File: src/rtl/lwe_pkg.sv
`timescale 1ns / 1ps
`default_nettype none

package lwe_pkg;

   localparam int unsigned CsrIndexWidth = 3;
   localparam int unsigned CsrDataWidth  = 24;

   // Configuration register indexes.
   localparam logic [CsrIndexWidth-1:0] CSR_CHECK_INTERVAL    = 3'd0;
   localparam logic [CsrIndexWidth-1:0] CSR_STRENGTH_INTERVAL = 3'd1;
   localparam logic [CsrIndexWidth-1:0] CSR_REASSOCIATE_AFTER = 3'd2;
   localparam logic [CsrIndexWidth-1:0] CSR_LINK_REBOOT_AFTER = 3'd3;
   localparam logic [CsrIndexWidth-1:0] CSR_CLOUD_RETRY_AFTER = 3'd4;
   localparam logic [CsrIndexWidth-1:0] CSR_PROBE_AFTER       = 3'd5;
   localparam logic [CsrIndexWidth-1:0] CSR_QUIET_RESET_AFTER = 3'd6;

   // Reset values of the configuration registers.
   localparam logic [23:0] CHECK_INTERVAL_RESET    = 24'd10000;
   localparam logic [23:0] STRENGTH_INTERVAL_RESET = 24'd30000;
   localparam logic [15:0] REASSOCIATE_RESET       = 16'd60;
   localparam logic [15:0] LINK_REBOOT_RESET       = 16'd180;
   localparam logic [15:0] CLOUD_RETRY_RESET       = 16'd600;
   localparam logic [15:0] PROBE_RESET             = 16'd300;
   localparam logic [15:0] QUIET_RESET_RESET       = 16'd900;

   // Millisecond thresholds: (65535 + 1) * 1000 still fits in 26 bits.
   localparam int unsigned ThrWidth = 26;
   localparam logic [ThrWidth-1:0] MS_PER_S = 26'd1000;

   // floor(x / 1000) for any 32-bit x is (x * RECIP_1000) >> RecipShift.
   localparam logic [31:0] RECIP_1000  = 32'h10624DD3;
   localparam int unsigned RecipShift  = 38;
   localparam int unsigned SecWidth    = 23;

   typedef struct packed {
      logic [31:0]       now_ms;
      logic              link_ready;
      logic              cloud_connected;
      logic              traffic_seen;
      logic signed [7:0] strength_dbm;
   } req_type;

   typedef struct packed {
      logic              request_reset;
      logic              request_probe;
      logic              request_reassociate;
      logic              request_cloud_retry;
      logic [22:0]       link_down_seconds;
      logic [22:0]       quiet_seconds;
      logic [31:0]       recovery_count;
      logic signed [7:0] held_strength_dbm;
   } rsp_type;

   // Configuration as the decision logic uses it: second limits are kept
   // already scaled to milliseconds, so that floor(d / 1000) > L becomes
   // d >= (L + 1) * 1000 and the spacing checks compare against L * 1000.
   typedef struct packed {
      logic [23:0]         check_period_ms;
      logic [23:0]         strength_interval_ms;
      logic [ThrWidth-1:0] reassoc_down_ms;
      logic [ThrWidth-1:0] reassoc_space_ms;
      logic [ThrWidth-1:0] reboot_ms;
      logic [ThrWidth-1:0] cloud_retry_ms;
      logic [ThrWidth-1:0] probe_quiet_ms;
      logic [ThrWidth-1:0] probe_space_ms;
      logic [ThrWidth-1:0] quiet_reset_ms;
   } cfg_type;

   // Result of the decision stage, before the conversion to seconds.
   typedef struct packed {
      logic              request_reset;
      logic              request_probe;
      logic              request_reassociate;
      logic              request_cloud_retry;
      logic [31:0]       link_down_ms;
      logic [31:0]       quiet_ms;
      logic [31:0]       recovery_count;
      logic signed [7:0] held_strength_dbm;
   } decision_type;

   function automatic logic [ThrWidth-1:0] secs_to_ms(input logic [16:0] secs);
      logic [ThrWidth-1:0] ms;
      ms = {{(ThrWidth-17){1'b0}}, secs} * MS_PER_S;
      return ms;
   endfunction

endpackage

`default_nettype wire

File: src/rtl/lwe_csr.sv
`timescale 1ns / 1ps
`default_nettype none

module lwe_csr (
   input  wire logic                               clock,
   input  wire logic                               reset,
   input  wire logic                               csr_valid,
   output logic                                    csr_ready,
   input  wire logic [lwe_pkg::CsrIndexWidth-1:0]  csr_index,
   input  wire logic [lwe_pkg::CsrDataWidth-1:0]   csr_data,
   output lwe_pkg::cfg_type                        cfg
);

   lwe_pkg::cfg_type cfg_ff;
   logic [16:0]      secs;
   logic [16:0]      secs_plus;

   assign csr_ready = 1'b1;
   assign secs      = {1'b0, csr_data[15:0]};
   assign secs_plus = secs + 17'd1;
   assign cfg       = cfg_ff;

   always_ff @(posedge clock) begin
      if (reset) begin
         cfg_ff.check_period_ms      <= lwe_pkg::CHECK_INTERVAL_RESET;
         cfg_ff.strength_interval_ms <= lwe_pkg::STRENGTH_INTERVAL_RESET;
         cfg_ff.reassoc_down_ms  <= lwe_pkg::secs_to_ms({1'b0, lwe_pkg::REASSOCIATE_RESET} + 17'd1);
         cfg_ff.reassoc_space_ms <= lwe_pkg::secs_to_ms({1'b0, lwe_pkg::REASSOCIATE_RESET});
         cfg_ff.reboot_ms        <= lwe_pkg::secs_to_ms({1'b0, lwe_pkg::LINK_REBOOT_RESET} + 17'd1);
         cfg_ff.cloud_retry_ms   <= lwe_pkg::secs_to_ms({1'b0, lwe_pkg::CLOUD_RETRY_RESET} + 17'd1);
         cfg_ff.probe_quiet_ms   <= lwe_pkg::secs_to_ms({1'b0, lwe_pkg::PROBE_RESET} + 17'd1);
         cfg_ff.probe_space_ms   <= lwe_pkg::secs_to_ms({1'b0, lwe_pkg::PROBE_RESET});
         cfg_ff.quiet_reset_ms   <= lwe_pkg::secs_to_ms({1'b0, lwe_pkg::QUIET_RESET_RESET} + 17'd1);
      end else if (csr_valid) begin
         unique case (csr_index)
            lwe_pkg::CSR_CHECK_INTERVAL: begin
               cfg_ff.check_period_ms <= csr_data;
            end
            lwe_pkg::CSR_STRENGTH_INTERVAL: begin
               cfg_ff.strength_interval_ms <= csr_data;
            end
            lwe_pkg::CSR_REASSOCIATE_AFTER: begin
               cfg_ff.reassoc_down_ms  <= lwe_pkg::secs_to_ms(secs_plus);
               cfg_ff.reassoc_space_ms <= lwe_pkg::secs_to_ms(secs);
            end
            lwe_pkg::CSR_LINK_REBOOT_AFTER: begin
               cfg_ff.reboot_ms <= lwe_pkg::secs_to_ms(secs_plus);
            end
            lwe_pkg::CSR_CLOUD_RETRY_AFTER: begin
               cfg_ff.cloud_retry_ms <= lwe_pkg::secs_to_ms(secs_plus);
            end
            lwe_pkg::CSR_PROBE_AFTER: begin
               cfg_ff.probe_quiet_ms <= lwe_pkg::secs_to_ms(secs_plus);
               cfg_ff.probe_space_ms <= lwe_pkg::secs_to_ms(secs);
            end
            lwe_pkg::CSR_QUIET_RESET_AFTER: begin
               cfg_ff.quiet_reset_ms <= lwe_pkg::secs_to_ms(secs_plus);
            end
            default: begin
            end
         endcase
      end
   end

endmodule

`default_nettype wire

File: src/rtl/lwe_decide.sv
`timescale 1ns / 1ps
`default_nettype none

module lwe_decide (
   input  wire logic                  clock,
   input  wire logic                  reset,
   input  wire logic                  advance,
   input  wire logic                  item_valid,
   input  wire lwe_pkg::req_type      item,
   input  wire lwe_pkg::cfg_type      cfg,
   output lwe_pkg::decision_type      decision
);

   logic [31:0]       last_check_ff, last_check_in;
   logic [31:0]       link_start_ff, link_start_in;
   logic              link_active_ff, link_active_in;
   logic [31:0]       cloud_start_ff, cloud_start_in;
   logic              cloud_active_ff, cloud_active_in;
   logic [31:0]       last_reassoc_ff, last_reassoc_in;
   logic [31:0]       last_strength_ff, last_strength_in;
   logic [31:0]       last_alive_ff, last_alive_in;
   logic [31:0]       last_probe_ff, last_probe_in;
   logic signed [7:0] strength_ff, strength_in;
   logic [31:0]       recoveries_ff, recoveries_in;

   lwe_pkg::decision_type decision_ff, decision_in;

   logic        update;
   logic [31:0] now;
   logic [31:0] alive_traffic;
   logic [31:0] quiet_ms;
   logic [31:0] down_ms;
   logic [31:0] cloud_down_ms;
   logic [31:0] link_start_sel;
   logic [31:0] cloud_start_sel;

   assign update = advance & item_valid;
   assign now    = item.now_ms;

   always_comb begin
      last_check_in    = last_check_ff;
      link_start_in    = link_start_ff;
      link_active_in   = link_active_ff;
      cloud_start_in   = cloud_start_ff;
      cloud_active_in  = cloud_active_ff;
      last_reassoc_in  = last_reassoc_ff;
      last_strength_in = last_strength_ff;
      last_probe_in    = last_probe_ff;
      strength_in      = strength_ff;
      recoveries_in    = recoveries_ff;

      decision_in.request_reset       = 1'b0;
      decision_in.request_probe       = 1'b0;
      decision_in.request_reassociate = 1'b0;
      decision_in.request_cloud_retry = 1'b0;

      // Traffic counts as proof of life before anything else looks at it.
      alive_traffic = item.traffic_seen ? now : last_alive_ff;
      last_alive_in = alive_traffic;

      if (((now - last_strength_ff) >= {8'd0, cfg.strength_interval_ms}) && item.link_ready) begin
         last_strength_in = now;
         strength_in      = item.strength_dbm;
      end

      link_start_sel  = link_active_ff ? link_start_ff : now;
      cloud_start_sel = cloud_active_ff ? cloud_start_ff : now;
      quiet_ms        = now - (item.cloud_connected ? now : alive_traffic);
      down_ms         = now - link_start_sel;
      cloud_down_ms   = now - cloud_start_sel;

      if ((now - last_check_ff) >= {8'd0, cfg.check_period_ms}) begin
         last_check_in = now;
         if (item.link_ready) begin
            link_active_in = 1'b0;
            if (item.cloud_connected) begin
               last_alive_in = now;
            end
            if (quiet_ms >= 32'(cfg.quiet_reset_ms)) begin
               decision_in.request_reset = 1'b1;
            end else if ((quiet_ms >= 32'(cfg.probe_quiet_ms)) &&
                         ((now - last_probe_ff) > 32'(cfg.probe_space_ms))) begin
               last_probe_in             = now;
               decision_in.request_probe = 1'b1;
            end
            if (!decision_in.request_reset) begin
               if (item.cloud_connected) begin
                  cloud_active_in = 1'b0;
               end else begin
                  cloud_active_in = 1'b1;
                  cloud_start_in  = cloud_start_sel;
                  if (cloud_down_ms >= 32'(cfg.cloud_retry_ms)) begin
                     cloud_start_in                  = now;
                     decision_in.request_cloud_retry = 1'b1;
                  end
               end
            end
         end else begin
            link_active_in = 1'b1;
            link_start_in  = link_start_sel;
            if (down_ms >= 32'(cfg.reboot_ms)) begin
               decision_in.request_reset = 1'b1;
            end else if ((down_ms >= 32'(cfg.reassoc_down_ms)) &&
                         ((now - last_reassoc_ff) > 32'(cfg.reassoc_space_ms))) begin
               last_reassoc_in                 = now;
               recoveries_in                   = recoveries_ff + 32'd1;
               decision_in.request_reassociate = 1'b1;
            end
         end
      end

      decision_in.link_down_ms      = link_active_in ? (now - link_start_in) : 32'd0;
      decision_in.quiet_ms          = now - last_alive_in;
      decision_in.recovery_count    = recoveries_in;
      decision_in.held_strength_dbm = strength_in;
   end

   always_ff @(posedge clock) begin
      if (reset) begin
         last_check_ff    <= 32'd0;
         link_start_ff    <= 32'd0;
         link_active_ff   <= 1'b1;
         cloud_start_ff   <= 32'd0;
         cloud_active_ff  <= 1'b1;
         last_reassoc_ff  <= 32'd0;
         last_strength_ff <= 32'd0;
         last_alive_ff    <= 32'd0;
         last_probe_ff    <= 32'd0;
         strength_ff      <= 8'sd0;
         recoveries_ff    <= 32'd0;
      end else if (update) begin
         last_check_ff    <= last_check_in;
         link_start_ff    <= link_start_in;
         link_active_ff   <= link_active_in;
         cloud_start_ff   <= cloud_start_in;
         cloud_active_ff  <= cloud_active_in;
         last_reassoc_ff  <= last_reassoc_in;
         last_strength_ff <= last_strength_in;
         last_alive_ff    <= last_alive_in;
         last_probe_ff    <= last_probe_in;
         strength_ff      <= strength_in;
         recoveries_ff    <= recoveries_in;
      end
   end

   always_ff @(posedge clock) begin
      if (advance) begin
         decision_ff <= decision_in;
      end
   end

   assign decision = decision_ff;

   // A reassociation always bumps the recovery count by exactly one.
   assert property (@(posedge clock) disable iff (reset)
      update && decision_in.request_reassociate |=> recoveries_ff == $past(recoveries_ff) + 32'd1)
      else $error("recovery count did not follow a reassociation");

   // The count never moves without a reassociation.
   assert property (@(posedge clock) disable iff (reset)
      !(update && decision_in.request_reassociate) |=> $stable(recoveries_ff))
      else $error("recovery count moved without a reassociation");

   // A link that is up never leaves a nonzero down time behind.
   assert property (@(posedge clock) disable iff (reset)
      update && !link_active_in |-> decision_in.link_down_ms == 32'd0)
      else $error("link down time reported while the link is up");

endmodule

`default_nettype wire

File: src/rtl/lwe_seconds.sv
`timescale 1ns / 1ps
`default_nettype none

module lwe_seconds (
   input  wire logic                  clock,
   input  wire logic                  advance,
   input  wire lwe_pkg::decision_type decision,
   output lwe_pkg::rsp_type           result
);

   lwe_pkg::rsp_type result_ff, result_in;
   logic [63:0]      link_prod;
   logic [63:0]      quiet_prod;

   // Division by 1000 as a multiply by the scaled reciprocal, exact over 32 bits.
   assign link_prod  = {32'd0, decision.link_down_ms} * {32'd0, lwe_pkg::RECIP_1000};
   assign quiet_prod = {32'd0, decision.quiet_ms} * {32'd0, lwe_pkg::RECIP_1000};

   always_comb begin
      result_in.request_reset       = decision.request_reset;
      result_in.request_probe       = decision.request_probe;
      result_in.request_reassociate = decision.request_reassociate;
      result_in.request_cloud_retry = decision.request_cloud_retry;
      result_in.link_down_seconds   =
         link_prod[lwe_pkg::RecipShift +: lwe_pkg::SecWidth];
      result_in.quiet_seconds       =
         quiet_prod[lwe_pkg::RecipShift +: lwe_pkg::SecWidth];
      result_in.recovery_count      = decision.recovery_count;
      result_in.held_strength_dbm   = decision.held_strength_dbm;
   end

   always_ff @(posedge clock) begin
      if (advance) begin
         result_ff <= result_in;
      end
   end

   assign result = result_ff;

endmodule

`default_nettype wire

File: src/rtl/link_watchdog_escalation.sv
`timescale 1ns / 1ps
`default_nettype none

// Channel   Ports                                      Direction  Item
// request   req_valid, req_ready, req_item             in         one tick (lwe_pkg::req_type)
// response  rsp_valid, rsp_ready, rsp_item             out        one result per tick
// config    csr_valid, csr_ready, csr_index, csr_data  in         one register write
//
// One tick is accepted every cycle while the response side keeps up; each tick
// passes three registers (input, decision, seconds) in that order, the first
// loading at the accepting edge; its result is offered from the seconds register.
// The decision stage holds all watchdog state and updates it once per tick.
// Synchronous reset restores the register defaults and the watchdog state. A
// stall on rsp_ready freezes all three stages at once, so req_ready drops
// whenever a result waits on a low rsp_ready, even with bubbles in the pipe.

module link_watchdog_escalation (
   input  wire logic                               clock,
   input  wire logic                               reset,
   input  wire logic                               req_valid,
   output logic                                    req_ready,
   input  wire lwe_pkg::req_type                   req_item,
   output logic                                    rsp_valid,
   input  wire logic                               rsp_ready,
   output lwe_pkg::rsp_type                        rsp_item,
   input  wire logic                               csr_valid,
   output logic                                    csr_ready,
   input  wire logic [lwe_pkg::CsrIndexWidth-1:0]  csr_index,
   input  wire logic [lwe_pkg::CsrDataWidth-1:0]   csr_data
);

   lwe_pkg::cfg_type      cfg;
   lwe_pkg::decision_type decision;
   lwe_pkg::req_type      in_item_ff;

   logic in_valid_ff;
   logic dec_valid_ff;
   logic rsp_valid_ff;
   logic advance;

   // The whole pipe moves whenever the output slot is empty or being taken.
   assign advance   = !rsp_valid_ff || rsp_ready;
   assign req_ready = advance;
   assign rsp_valid = rsp_valid_ff;

   always_ff @(posedge clock) begin
      if (reset) begin
         in_valid_ff  <= 1'b0;
         dec_valid_ff <= 1'b0;
         rsp_valid_ff <= 1'b0;
      end else if (advance) begin
         in_valid_ff  <= req_valid;
         dec_valid_ff <= in_valid_ff;
         rsp_valid_ff <= dec_valid_ff;
      end
   end

   always_ff @(posedge clock) begin
      if (advance) begin
         in_item_ff <= req_item;
      end
   end

   lwe_csr u_csr (
      .clock     (clock),
      .reset     (reset),
      .csr_valid (csr_valid),
      .csr_ready (csr_ready),
      .csr_index (csr_index),
      .csr_data  (csr_data),
      .cfg       (cfg)
   );

   lwe_decide u_decide (
      .clock      (clock),
      .reset      (reset),
      .advance    (advance),
      .item_valid (in_valid_ff),
      .item       (in_item_ff),
      .cfg        (cfg),
      .decision   (decision)
   );

   lwe_seconds u_seconds (
      .clock    (clock),
      .advance  (advance),
      .decision (decision),
      .result   (rsp_item)
   );

   // A reset request suppresses every other action of the same tick.
   assert property (@(posedge clock) disable iff (reset)
      rsp_valid && rsp_item.request_reset |->
         !rsp_item.request_probe && !rsp_item.request_reassociate &&
         !rsp_item.request_cloud_retry)
      else $error("reset request came with another action");

   // Probes happen with the link up, reassociations with it down.
   assert property (@(posedge clock) disable iff (reset)
      rsp_valid |-> !(rsp_item.request_probe && rsp_item.request_reassociate))
      else $error("probe and reassociation on the same tick");

   // A stalled pipe keeps the tick waiting in the input register.
   assert property (@(posedge clock) disable iff (reset)
      in_valid_ff && !advance |=> in_valid_ff && $stable(in_item_ff))
      else $error("input stage lost a tick during a stall");

endmodule

`default_nettype wire

File: config.mk
export PLATFORM = sky130hd
export DESIGN_NAME = link_watchdog_escalation
export DESIGN_NICKNAME = d
export VERILOG_FILES = /design/src/rtl/lwe_pkg.sv /design/src/rtl/lwe_csr.sv /design/src/rtl/lwe_decide.sv /design/src/rtl/lwe_seconds.sv /design/src/rtl/link_watchdog_escalation.sv
export SDC_FILE = /design/constraint.sdc
export NUM_CORES = 2
export LEC_CHECK = 0
export BUFFER_PORTS_ARGS = -buffer_cell sky130_fd_sc_hd__buf_4
export CAP_MARGIN = 20
export CORE_UTILIZATION = 55
export CTS_BUF_LIST = sky130_fd_sc_hd__clkbuf_16
export DETAILED_ROUTE_END_ITERATION = 12
export HOLD_SLACK_MARGIN = 0.03
export PLACE_DENSITY = 0.71
export SYNTH_ARGS = -nofsm -noshare
export SYNTH_HDL_FRONTEND = slang
export SYNTH_SLANG_ARGS = --single-unit
File: constraint.sdc
create_clock -name clock -period 24.4 [get_ports clock]
set_clock_uncertainty 0.05 [all_clocks]
set_input_delay 1.22 -clock clock [delete_from_list [all_inputs] [get_ports clock]]
set_output_delay 1.22 -clock clock [all_outputs]
set_load 0.005 [all_outputs]
## Word-level counts from Yosys, hierarchy flattened

Index checks and enable logic that the tools add are counted.

| storage, ports and cells | value |
|---|---|
| register bits after elaboration | 719 |
| bits of input ports | 75 |
| output and inout bits | 93 |

| cells by class | value |
|---|---|
| $add $sub $neg | 11 |
| $mul | 4 |
| $lt $le $gt $ge | 9 |
| equality and inequality tests | 6 |
| muxes and demuxes | 25 |
| bitwise gates (word level) | 7 |
| reductions and logical operators | 22 |

Operator list:

| kind | number |
|---|---|
| two-way mux 32 bit | 13 |
| subtractor 32 bit | 9 |
| greater-or-equal comparator 32 x 26 -> 1 bit | 5 |
| multiplier 32 x 29 -> 61 bit, second input constant | 2 |
| greater-or-equal comparator 32 x 24 -> 1 bit | 2 |
| greater-than comparator 32 x 26 -> 1 bit | 2 |
| adder 32 x 1 -> 32 bit, second input constant | 1 |
| multiplier 16 x 7 -> 23 bit, second input constant | 1 |
| multiplier 17 x 7 -> 23 bit, second input constant | 1 |
| AND reduction 2 bit | 9 |
| adder 16 x 1 -> 17 bit, second input constant | 1 |
| AND reduction 5 bit | 3 |
| two-way mux 1 bit | 11 |
| equality test 3 bit, second input constant | 3 |
| two-way mux 8 bit | 1 |
| equality test 3 x 2 -> 1 bit, second input constant | 2 |
| NOT 1 bit | 6 |
| OR reduction 3 bit | 2 |
| AND reduction 4 bit | 1 |
| OR reduction 4 bit | 1 |
| equality test 3 x 1 -> 1 bit, second input constant | 1 |
| logical AND 1 bit | 3 |
| zero test 3 bit | 1 |
| bitwise AND 1 bit | 1 |
| other kinds (2) | 2 |

## Longest topological paths before layout

| logic depth | value |
|---|---|
| depth after elaboration | 9 |
| depth in mapped cells | 44 |

## By module

Synthesis repeated with hierarchy kept, for this count alone.

| second synthesis, totals | value |
|---|---|
| cells, all modules | 9308 |
| area total of the unflattened synthesis | 83156.0 um^2 |

Modules (own cells, without submodules):

| module | times used | cells each | area each (um^2) | sequential area each (um^2) |
|---|---|---|---|---|
| lwe_decide | 1 | 4586 | 36216.0 | 8568.2 |
| lwe_seconds | 1 | 3128 | 31978.2 | 2702.6 |
| lwe_csr | 1 | 1539 | 13541.7 | 4184.0 |
| link_watchdog_escalation | 1 | 55 | 1420.1 | 1351.3 |

## Worst setup path before layout

No wires, ideal clock.

| timing | value |
|---|---|
| path kind | input -> register |
| from | in rsp_ready |
| to | reg u_decide.last_probe_ff[11] |
| library setup time | 0.128 ns |
| arrival time | 10.761 ns |
| path slack | 13.462 ns |
| stages on the path | 7 |
| cells stage by stage | nand2b_1 -> clkbuf_1 -> nand2_1 -> nor3_2 -> buf_4 -> mux2i_1 -> nor2_1 |

| between the ends | value |
|---|---|
| cells in the longest elaborated chain, start to end | 3 |

RTL lines:

| what | line | source |
|---|---|---|
| start, declared | link_watchdog_escalation.sv:24 | `input wire logic rsp_ready,` |
| logical OR 1 bit | link_watchdog_escalation.sv:42 | `assign advance = !rsp_valid_ff \|\| rsp_ready;` |
| named net req_ready | link_watchdog_escalation.sv:21 | `output logic req_ready,` |
| bitwise AND 1 bit | lwe_decide.sv:37 | `assign update = advance & item_valid;` |
| AND reduction 5 bit (no line) | -- |  |
| end signal, assigned | lwe_decide.sv:140 | `last_probe_ff <= last_probe_in;` |
| end, declared | lwe_decide.sv:22 | `logic [31:0] last_probe_ff, last_probe_in;` |

The timed path passes the listed nets, and every way through them passes these cells.
A chain may end at the register's enable or synchronous reset.

## Worst setup path after layout

| timing | value |
|---|---|
| from | reg in_item_ff[20] in the netlist's numbering |
| to | reg u_decide.decision_ff (netlist bit u_decide.decision[103]) (data pin) |

| between the ends | value |
|---|---|
| cells in the longest elaborated chain, start to end | 4 |
| elaborated cells on any way between the ends | 7 |

RTL lines:

| what | line | source |
|---|---|---|
| start, declared | link_watchdog_escalation.sv:34 | `lwe_pkg::req_type in_item_ff;` |
| start signal, assigned | link_watchdog_escalation.sv:60 | `in_item_ff <= req_item;` |
| subtractor 32 bit | lwe_decide.sv:72 | `if ((now - last_check_ff) >= {8'd0, cfg.check_period_ms}) begin` |
| greater-or-equal comparator 32 x 24 -> 1 bit | lwe_decide.sv:72 |  |
| two-way mux 32 bit | lwe_decide.sv:72 |  |
| named net u_decide.link_start_in[1] | lwe_decide.sv:15 | `logic [31:0] link_start_ff, link_start_in;` |
| subtractor 32 bit | lwe_decide.sv:112 | `decision_in.link_down_ms = link_active_in ? (now - link_start_in) : 32'd0;` |
| end signal, assigned | lwe_decide.sv:148 | `decision_ff <= decision_in;` |
| end, declared | lwe_decide.sv:26 | `lwe_pkg::decision_type decision_ff, decision_in;` |

The timed path passes the listed nets, and every way through them passes these cells.

==> summary by stage <==
Run status
The flow ran to the end, and the final reports show no timing, DRC or antenna violations.

Clock network
In this run the post-CTS setup repair buffer count came out at 0. The CTS tree is done. Gates resized during post-CTS repair numbered 0. The clock drives slightly above 700 sinks. The H-tree depth is 3. Hold repair after CTS inserted 0 buffers. The clock insertion delay at the later pin of the skew report is 720 ps. The clock root buffer is sky130_fd_sc_hd__clkbuf_16.

The register clock-pin slew on the reported worst setup and hold paths is approximately 60 ps. The clock passes through at most 3 buffers. The CTS buffer count is slightly above 80.

Drt
The final layout contains routed wiring with a total length of around 220,000 um. The via count is 61,300. The vias per cell is 5.64. The first routing iteration left 4,057 violations. Before antenna repair, the detailed router went through 6 iterations. After detailed routing, the average wire length per cell comes to 20.3 um. The number of nets still failing antenna checks after routing is 0. In the routed design, unresolved DRC markers number 0.

STA
The max-slew violation count was 0. For the pin with the worst max-slew slack, the measured transition is 1090 ps. The relative max-transition margin is 27.5%. Setup repair after global routing left no endpoint under its margin. Counting I/O delays and the setup requirement, the final critical path takes ~9500 ps. Summed over all failing endpoints, the final setup total negative slack is 0 ps.

Static timing analysis puts the maximum clock frequency at 105 MHz. After layout, the worst path uses between 30% and 40% of the clock period. The number of hold violations in the final report was 0. The smallest hold slack is 369 ps. Setup violations remaining at the end of the flow were counted as 0.

GRT
The initial antenna violation count is 2. The first-pass GRT wire length is between 300,000 and 400,000 um. The via count of the first global-routing pass was 62,400. The remaining global-route overflow is 0. Entering global routing, the biggest net connects 87 pins.

For this run, the total global-route usage over all layers was measured as 30.4%.

Synthesis
By area the synthesized netlist is led by sky130_fd_sc_hd__ha_1 21%, sky130_fd_sc_hd__fa_1 18%, sky130_fd_sc_hd__dfxtp_1 12%. The number of instances in the synthesized netlist is roughly 8,800. The cell area after synthesis is 0.0795 mm^2. The adder-cell share of the synthesized area is 39.3%. The number of warning messages in the yosys log is 0. The combinational family with the most area after synthesis is adder cells. The complex-gate fraction of the synthesized area is about 13%.

The net count after synthesis is approximately 11,000. After synthesis, the share of cell area in mux cells is 3.04%. The simple-gate share of the synthesized area is 10.9%. Summed over all instances, the cell type with the most area after synthesis is sky130_fd_sc_hd__ha_1. The share of the synthesized netlist area taken by xor and xnor gates is 3.76%. The most used flip-flop cell after synthesis is sky130_fd_sc_hd__dfxtp_1. The count of flip-flops with a built-in enable after synthesis is 241. The sequential fraction of the synthesis area is about a fifth.

The top-area cell type share of the netlist area is 21.1%. In the synthesized netlist the async set-or-reset flop fraction comes to 0%. The count of different cell masters after synthesis is 102. The average footprint of a synthesized cell is 9.03 um^2.

Synthesis inferred 719 register bits.

Final layout
The commonest non-fill, non-tap cell in the layout is sky130_fd_sc_hd__inv_1. Of the cells placed in the final design, the portion with a size suffix greater than 1 is between 5 and 6%. For this run, the post-layout net count is 11,000. The repair_antennas step left the layout with diodes totalling 0. In the layout the commonest cells are 1,720 x sky130_fd_sc_hd__inv_1, 1,341 x sky130_fd_sc_hd__ha_1, 716 x sky130_fd_sc_hd__fa_1. The number of fillers in the final layout is 12,500. The area added between synthesis and finish is 7.78%.

Die
The number of top-level design ports is roughly 170. From bottom edge to top edge, the die measures 382 um. The region available for standard cell placement spans 0.143 mm^2.

The die covers 0.146 mm^2. The die extent in x is ~380 um. Once the floorplan was initialized, standard cells occupied between 50% and 60% of the core.

The number of standard-cell rows in the floorplan is 139.

Worst setup path
In this run the worst path has a maximum fanout of 37. By instance count, the cell type seen most on the critical path is sky130_fd_sc_hd__o21ai_0. The worst setup path is launched from a register. The kind of capture point of the worst setup path is a register.

The slowest stage of the critical path is the sky130_fd_sc_hd__a211oi_1 cell. The classification of the worst setup path is register to register. The required time of the worst setup path is 24,810 ps. The worst register-to-register path has a depth of 42. The arrival time at the worst endpoint is 9890 ps. In this design, the stage delay of the slowest critical-path cell is 680 ps.

Placed design
The number of buffers added on ports is between 150 and 200. The HPWL after detailed placement is 175,000 um. The final RePlAce weighted congestion is 0.971.

Run
The tool flagged a number of max-cap violations equal to 0.

Hold path
The path class of the tightest hold or removal check is register to register. The instance count along the most critical hold path is 0.
[cells by family (layout without fill, tap and decap cells)]
logic type,after synthesis,count (layout)
AOI/OAI and AO/OA,1578,1578
DFF,719,719
and+or+nand+nor,1905,1905
other,1,1
xor gates and xnor gates,341,341
adders and majority gates,2073,2073
buffers and inverters,1947,2115
muxes,238,238
[metrics by stage]
stage / setup WS, ps / instances / util [%] / cell area (um^2)
floorplan: 13460 / 8802 / - / 79500
global placement: 15150 / 10700 / 57.7 / 82900
detailed placement: 15000 / 10700 / 57.7 / 82900
CTS: 14980 / 10900 / 59.7 / 85700
global route: 14030 / 10900 / 59.7 / 85700
finish: 14920 / 10900 / 59.7 / 85700
[critical path, delay by kind of cell, from the launching register on]
family	cells	cell delay (ps)
mux	1	60
xor+xnor	1	110
simple gates	12	1880
flops	1	370
fa+ha+maj	4	1380
buf+inv	5	950
compound gates	19	4360
[state kept, by name (all words and copies together) (netlist names)]
name and cells:
u_decide.strength_ff 8, u_decide.cloud_active_ff 1, u_decide.last_reassoc_ff 32, u_decide.last_alive_ff 32
u_csr.cfg 209, u_decide.last_strength_ff 32, u_seconds.result 90, u_decide.last_probe_ff 32
in_item_ff 43, u_decide.cloud_start_ff 32, dec_valid_ff 1, u_decide.link_start_ff 32
u_decide.recoveries_ff 32, rsp_valid 1, u_decide.last_check_ff 32, in_valid_ff 1
u_decide.decision 108, u_decide.link_active_ff 1
[per-layer routing]
layer  GRT usage [%]  vias up  share of wire [%]
met5               0        -                  0
met4            15.2        0                5.4
met3            2.91      419                4.7
met2            51.6     1614                 48
met1            38.7    29900                 42
li1                -    29400                  -
[synthesized netlist by cell type (76+ instances only)]
cell,number
sky130_fd_sc_hd__xnor2_1,213
sky130_fd_sc_hd__clkbuf_1,180
sky130_fd_sc_hd__a21oi_1,592
sky130_fd_sc_hd__nand2b_1,77
sky130_fd_sc_hd__mux2i_1,224
sky130_fd_sc_hd__nor3_1,89
sky130_fd_sc_hd__ha_1,1341
sky130_fd_sc_hd__nand2_1,690
sky130_fd_sc_hd__dfxtp_1,478
sky130_fd_sc_hd__edfxtp_1,241
sky130_fd_sc_hd__o21ai_0,242
sky130_fd_sc_hd__nor2b_1,115
sky130_fd_sc_hd__fa_1,716
sky130_fd_sc_hd__o211ai_1,93
sky130_fd_sc_hd__nand4_1,83
sky130_fd_sc_hd__inv_1,1709
sky130_fd_sc_hd__xor2_1,128
sky130_fd_sc_hd__o21a_1,76
sky130_fd_sc_hd__a21o_1,173
sky130_fd_sc_hd__nor2_1,563
sky130_fd_sc_hd__a211oi_1,91
sky130_fd_sc_hd__nand3_1,90
[worst paths after layout]
kind                                   start                                    to  slack, ps
max                 in_item_ff[20]$_DFFE_PN_  u_decide.decision[103]$_SDFFCE_PN0N_      14920
max reg2reg         in_item_ff[20]$_DFFE_PN_  u_decide.decision[103]$_SDFFCE_PN0N_      14920
min reg2reg  u_decide.decision[39]$_DFFE_PN_        u_seconds.result[39]$_DFFE_PN_        370
min          u_decide.decision[39]$_DFFE_PN_        u_seconds.result[39]$_DFFE_PN_        370
[area by class of cell]
type                       count  area [um^2]  area share [%]
clock buffer                  83         2080            2.42
multi-input combinational   6136        55400            64.6
timing repair buffer         253         1930            2.26
tap                         1903         2380            2.78
inverter                    1711         6420            7.49
sequential                   719        16800            19.6
clock inverter                68          731           0.853
Power is left out: the tool's default activity adds up to more than one toggle a clock period on the data nets, which glitch-free logic cannot reach.
